## src/rtl/spll_pkg.sv

```systemverilog
// Shared constants, types, sine table and lookup function for the single-phase PLL.
package spll_pkg;

    // Window geometry; the window length is a power of two
    localparam int WINDOW_LEN    = 1024;
    localparam int WIN_SHIFT     = $clog2(WINDOW_LEN);

    // Sine table geometry
    localparam int SINE_ROM_BITS = 8;
    localparam int ROM_SIZE      = (1 << SINE_ROM_BITS) + 1;
    localparam int ROM_ADDR_W    = SINE_ROM_BITS + 1;

    // Datapath widths
    localparam int SAMPLE_W   = 16;
    localparam int PROD_W     = 32;
    localparam int SUM_W      = PROD_W + WIN_SHIFT;
    localparam int ERR_W      = PROD_W + 1;
    localparam int GAIN_W     = 16;
    localparam int MUL_A_W    = ERR_W;
    localparam int MUL_B_W    = GAIN_W + 1;
    localparam int MUL_W      = MUL_A_W + MUL_B_W;
    localparam int STEP_W     = 32;
    localparam int STEP_EXT_W = STEP_W + 2;
    localparam int INTEG_SHIFT = 28;
    localparam int PROP_SHIFT  = 22;
    localparam int INC_W       = MUL_W - INTEG_SHIFT;
    localparam int PROP_TERM_W = MUL_W - PROP_SHIFT;
    localparam int CFG_W       = 32;
    localparam int CFG_IDX_W   = 2;

    localparam logic [STEP_W-1:0] NOMINAL_RESET = 32'd5927193;
    localparam logic [63:0]       HALF_PI_Q30   = 64'd1686629713;

    // Configuration register indexes
    localparam logic [CFG_IDX_W-1:0] REG_NOMINAL_STEP = 2'd0;
    localparam logic [CFG_IDX_W-1:0] REG_PROP_GAIN    = 2'd1;
    localparam logic [CFG_IDX_W-1:0] REG_INTEG_GAIN   = 2'd2;

    // Multiplier operand selection
    typedef enum logic [1:0] {
        MUL_DET  = 2'd0,
        MUL_INT  = 2'd1,
        MUL_PROP = 2'd2
    } mul_sel_t;

    // Controller to datapath commands
    typedef struct packed {
        logic     mul_en;
        mul_sel_t mul_sel;
        logic     sum_upd;
        logic     err_upd;
        logic     integ_upd;
        logic     step_upd;
        logic     out_load;
    } spll_cmd_t;

    // Datapath to controller status
    typedef struct packed {
        logic out_busy;
    } spll_status_t;

    typedef logic signed [SAMPLE_W-1:0] sine_rom_t [ROM_SIZE];

    // Quarter-wave table from an eight-term Taylor series in Q30
    function automatic sine_rom_t build_sine_rom();
        sine_rom_t   rom;
        logic [63:0] a;
        logic [63:0] t;
        longint      s;
        longint      v;
        for (int k = 0; k < ROM_SIZE; k++)
        begin
            a = (64'(k) * HALF_PI_Q30) >> SINE_ROM_BITS;
            t = a;
            s = longint'(a);
            for (int n = 1; n <= 7; n++)
            begin
                t = (t * a) >> 30;
                t = (t * a) >> 30;
                case (n)
                    1:       t = t / 6;
                    2:       t = t / 20;
                    3:       t = t / 42;
                    4:       t = t / 72;
                    5:       t = t / 110;
                    6:       t = t / 156;
                    default: t = t / 210;
                endcase
                if ((n % 2) == 1)
                    s = s - longint'(t);
                else
                    s = s + longint'(t);
            end
            if (s < 0)
                s = 0;
            v = longint'((64'(s) * 64'd32767 + 64'd536870912) >> 30);
            if (v > 32767)
                v = 32767;
            rom[k] = SAMPLE_W'(v);
        end
        return rom;
    endfunction

    localparam sine_rom_t SINE_ROM = build_sine_rom();

    // Sine of a phase in turns times 2^32, mirrored and negated by quadrant
    function automatic logic signed [SAMPLE_W-1:0] sine_of(input logic [STEP_W-1:0] p);
        logic [1:0]               quad;
        logic [SINE_ROM_BITS-1:0] idx;
        logic [ROM_ADDR_W-1:0]    addr;
        logic signed [SAMPLE_W-1:0] v;
        quad = p[STEP_W-1 -: 2];
        idx  = p[STEP_W-3 -: SINE_ROM_BITS];
        if (quad[0])
            addr = ROM_ADDR_W'(1 << SINE_ROM_BITS) - {1'b0, idx};
        else
            addr = {1'b0, idx};
        v = SINE_ROM[addr];
        return quad[1] ? -v : v;
    endfunction

endpackage

```

## src/rtl/spll_ctrl.sv

```systemverilog
// Sequencing state machine of the single-phase PLL.
module spll_ctrl
    import spll_pkg::*;
(
    input  logic         clk,
    input  logic         rst_n,
    input  logic         in_valid,
    output logic         in_ready,
    input  spll_status_t status,
    output spll_cmd_t    cmd
);

    typedef enum logic [6:0] {
        ST_IDLE  = 7'b0000001,
        ST_SUM   = 7'b0000010,
        ST_ERR   = 7'b0000100,
        ST_MULI  = 7'b0001000,
        ST_INTEG = 7'b0010000,
        ST_STEP  = 7'b0100000,
        ST_OUT   = 7'b1000000
    } state_t;

    state_t state_reg;
    state_t state_next;

    assign in_ready = (state_reg == ST_IDLE);

    // Decode the step of the sequence into datapath commands
    always_comb
    begin
        state_next    = state_reg;
        cmd.mul_en    = 1'b0;
        cmd.mul_sel   = MUL_DET;
        cmd.sum_upd   = 1'b0;
        cmd.err_upd   = 1'b0;
        cmd.integ_upd = 1'b0;
        cmd.step_upd  = 1'b0;
        cmd.out_load  = 1'b0;
        unique case (state_reg)
            ST_IDLE:
            begin
                if (in_valid)
                begin
                    cmd.mul_en  = 1'b1;
                    cmd.mul_sel = MUL_DET;
                    state_next  = ST_SUM;
                end
            end
            ST_SUM:
            begin
                cmd.sum_upd = 1'b1;
                state_next  = ST_ERR;
            end
            ST_ERR:
            begin
                cmd.err_upd = 1'b1;
                state_next  = ST_MULI;
            end
            ST_MULI:
            begin
                cmd.mul_en  = 1'b1;
                cmd.mul_sel = MUL_INT;
                state_next  = ST_INTEG;
            end
            ST_INTEG:
            begin
                cmd.integ_upd = 1'b1;
                cmd.mul_en    = 1'b1;
                cmd.mul_sel   = MUL_PROP;
                state_next    = ST_STEP;
            end
            ST_STEP:
            begin
                cmd.step_upd = 1'b1;
                state_next   = ST_OUT;
            end
            ST_OUT:
            begin
                // Hold until the output register is free
                if (!status.out_busy)
                begin
                    cmd.out_load = 1'b1;
                    state_next   = ST_IDLE;
                end
            end
            default:
            begin
                state_next = ST_IDLE;
            end
        endcase
    end

    always_ff @(posedge clk or negedge rst_n)
    begin
        if (!rst_n)
            state_reg <= ST_IDLE;
        else
            state_reg <= state_next;
    end

endmodule

```

## config.mk

```make
export PLATFORM = sky130hd
export DESIGN_NAME = spll_ctrl
export DESIGN_NICKNAME = d
export VERILOG_FILES = /design/src/rtl/spll_pkg.sv /design/src/rtl/spll_ctrl.sv
export SDC_FILE = /design/constraint.sdc
export NUM_CORES = 1
export LEC_CHECK = 0
export BUFFER_PORTS_ARGS = -buffer_cell sky130_fd_sc_hd__buf_2
export CAP_MARGIN = 20
export CORE_UTILIZATION = 35
export DETAILED_ROUTE_END_ITERATION = 8
export PLACE_DENSITY_LB_ADDON = 0.05
export SYNTH_ARGS = -nofsm -noshare
export SYNTH_HDL_FRONTEND = slang
export SYNTH_SLANG_ARGS = --single-unit
```

## constraint.sdc

```tcl
create_clock -name clk -period 2.3 [get_ports clk]
set_input_delay 0.46 -clock clk [delete_from_list [all_inputs] [get_ports clk]]
set_output_delay 0.46 -clock clk [all_outputs]
set_load 0.005 [all_outputs]
```

==> metrics.txt <==
Slew @ Worst Pin=0.3867 ns; core footprint=between 0.001 and 0.0015 sq mm; CP arrival=~1.7 ns; Hold Slack=roughly 0.037 ns; prevailing post-synth register cell=dfrtp_1; largest family of logic cells by synthesized area=simple AND/OR/NAND/NOR gates; Achievable Freq=roughly 0.46 GHz; RSZ-0062 raised after global routing=false; FILL cells=118; share of cells above drive strength 1=46.43%; XOR/XNOR Fraction of Synth Area=3.684%; critical path type=reg2out; Tcrit/Tclk final=between 90% and 100%; Worst R2R Setup Slack=0.90 ns; top cell type's share of synthesized area=around a third; nets=a little over 60; Area contributors post-synth=dfrtp_1 (32%), nor3b_2 (11%), buf_6 (7.1%), dfstp_2 (5.5%), and3_1 (3.9%); Syn Std Cell Area=475.5 sq um; syn nets=48; clock share of power=between 20% and 30%; Critical Path Sink Type=output port; mux cell area share after synthesis=0%; clk buf depth=2; Total Wirelength=between 900 and 1000 microns; Critical Path RT=approximately 1.8 ns; largest net degree at the start of global routing=11; CTS tree=built; Max-Cap Viols=0; DP Wirelength=723.5 microns; NetSw=around 180 uW; Netlist cell types=25; # IOs=13; Post-synth EDFFs=0; Synth area leader=dfrtp_1; critical path's largest stage delay=roughly 0.52 ns; GPL Wtd Cong=approximately 0.76; gr usage total=around 17%; cell internal pwr=about 310 uW; sequential area share after synthesis=between 30% and 40%; final setup violation count=0; # rows=12; non-filler instance count after layout=70; met2 Track Usage GR=about a quarter; Setup Buffers After CTS=0; root buf cell=clkbuf_4; Vias=between 300 and 400; top cells by count, synth=dfrtp_1 (6), nor3b_2 (4); type of the worst min-delay path=in2async; drt first pass iters=4; Inserted Clock Buffers=3; minimum clock period=between 2 and 2.5 ns; met1 Use GR=roughly a quarter; M3 GR Usage=around 3.5%; Synth Area per Inst=10.81 sq um; initial antenna violation count=0; chip height=38.86 microns; Post-synth ARST share=100.0%; I/O Buffers=12; CP cell instances=nor2_2 > or4b_4 > nor3b_2 > buf_2; vias in the first global route=approximately 380; Max Fanout on Critical Path=6; Final Total Pwr=around 500 uW; Setup TNS Final=0 ns; YS warnings=0; GRT overflow=0; status=complete, no violations; RR Startpoint=state_reg[4]$_DFFE_PN0P_; DR iter-0 viols=8; # diodes=0; Setup crit start kind=register; clk_skew=0.0009620 ns; Antenna Nets Post-Route=0; maximum vdd ir drop=about 0.37 mV; busiest grt layer=met1; Die Width=about 39 microns; Slowest cell on crit path=or4b_4; Routed WL per cell=around 14 microns; Final Slew Violations=0; share of total power in combinational logic=between 30 and 40%; most frequent cell after synthesis=dfrtp_1; Post-Synth Adder-Cell Area=0%; Simple-Gate Fraction of Synth Area=between 40% and 50%; Layout area overhead=13.16%; die area=0.001510 sq mm; # resized after CTS=0; drt via density=roughly 5.5; drt drc=0; Leak=between 0.2 and 0.25 nW; Post-Synthesis Cells=44; Initial Util=about two fifths; sw frac=36.75%; clock sinks=7; Seq cells post-synth=7; Sequential Power Share=approximately 39%; Inst Count DP=between 60 and 70; max reg flops=7; r2r worst-path depth=4; clock-pin slew on the worst setup and hold paths=approximately 0.05 ns; relative slew slack=between 70% and 80%; # hold bufs at CTS=0; pwr dens=902.7 mW/mm^2; # H-tree levels=1; final hold vios=0; first-pass GRT wire length=between 1500 and 2000 microns; Worst R2R End=state_reg[0]$_DFFE_PN1P_; Synth Area in Compound Gates=about 10%; Skew-Pair Late Insertion Delay=around 0.25 ns
-- cells by family after synthesis --
family	after synthesis
AO/OA/AOI/OAI	8
XOR/XNOR	2
buffers and inverters	4
flip-flops	7
AND/OR/NAND/NOR	23
-- cell usage in the layout, fill, tap and decap left out, types with 2 or more instances in the layout --
cell type,count
dfrtp_1,6
buf_2,12
nor3b_2,4
o21ai_0,3
nor4b_1,2
a211oi_1,2
nand2b_1,2
nor2_1,3
clkbuf_4,3
and3_1,3
-- power by group through the flow --
stage / sequential (mW) / combinational (mW) / clock, mW
2_1_floorplan: 0.176 / 0.142 / 0
3_3_place_gp: 0.188 / 0.174 / 0
3_5_place_dp: 0.190 / 0.181 / 0
4_1_cts: 0.188 / 0.182 / 0.117
5_1_grt: 0.195 / 0.204 / 0.123
6_report: 0.191 / 0.181 / 0.113
-- per-layer routing --
metal	vias up	wire, microns	share of wire, %
met5	-	0	0
met4	0	7	0.70
met3	2	32	3.2
met2	6	486	49
met1	191	466	47
li1	183	-	-
-- worst max path at each step --
stage,startpoint,to,slack [ns],depth (start not counted)
4_1_cts,state_reg[1]$_DFFE_PN0P_,cmd[6],0.12,4
3_5_place_dp,state_reg[1]$_DFFE_PN0P_,cmd[6],0.40,4
3_3_place_gp,state_reg[1]$_DFFE_PN0P_,cmd[6],0.44,4
6_report,state_reg[1]$_DFFE_PN0P_,cmd[6],0.13,4
5_1_grt,state_reg[4]$_DFFE_PN0P_,cmd[4],0.03,4
2_1_floorplan,state_reg[5]$_DFFE_PN0P_,cmd[6],0.45,4
-- metrics by stage --
step | util (%) | area (sq um) | setup slack [ns]
after global placement | 43.14 | 511.7 | 0.4363
after floorplan | - | 475.5 | 0.4476
final | 45.36 | 538.0 | 0.1288
after detailed placement | 43.14 | 511.7 | 0.4033
after CTS | 45.36 | 538.0 | 0.1248
after global routing | 45.36 | 538.0 | 0.02781
-- worst max-delay path, delay by kind of cell (launching register included) --
family	cells	cell delay (ns)
buffers and inverters	1	0.15
flip-flops	1	0.45
AND/OR/NAND/NOR	3	0.86
-- layout make-up --
type,instances,area (sq um),share of cell area [%]
timing repair buffer,12,60.06,11.16
sequential,7,176.4,32.79
multi-input combinational,33,257.7,47.91
clock buffer,4,26.28,4.884
tap,14,17.52,3.256
Note: power is estimated with default switching activity, not from simulation.
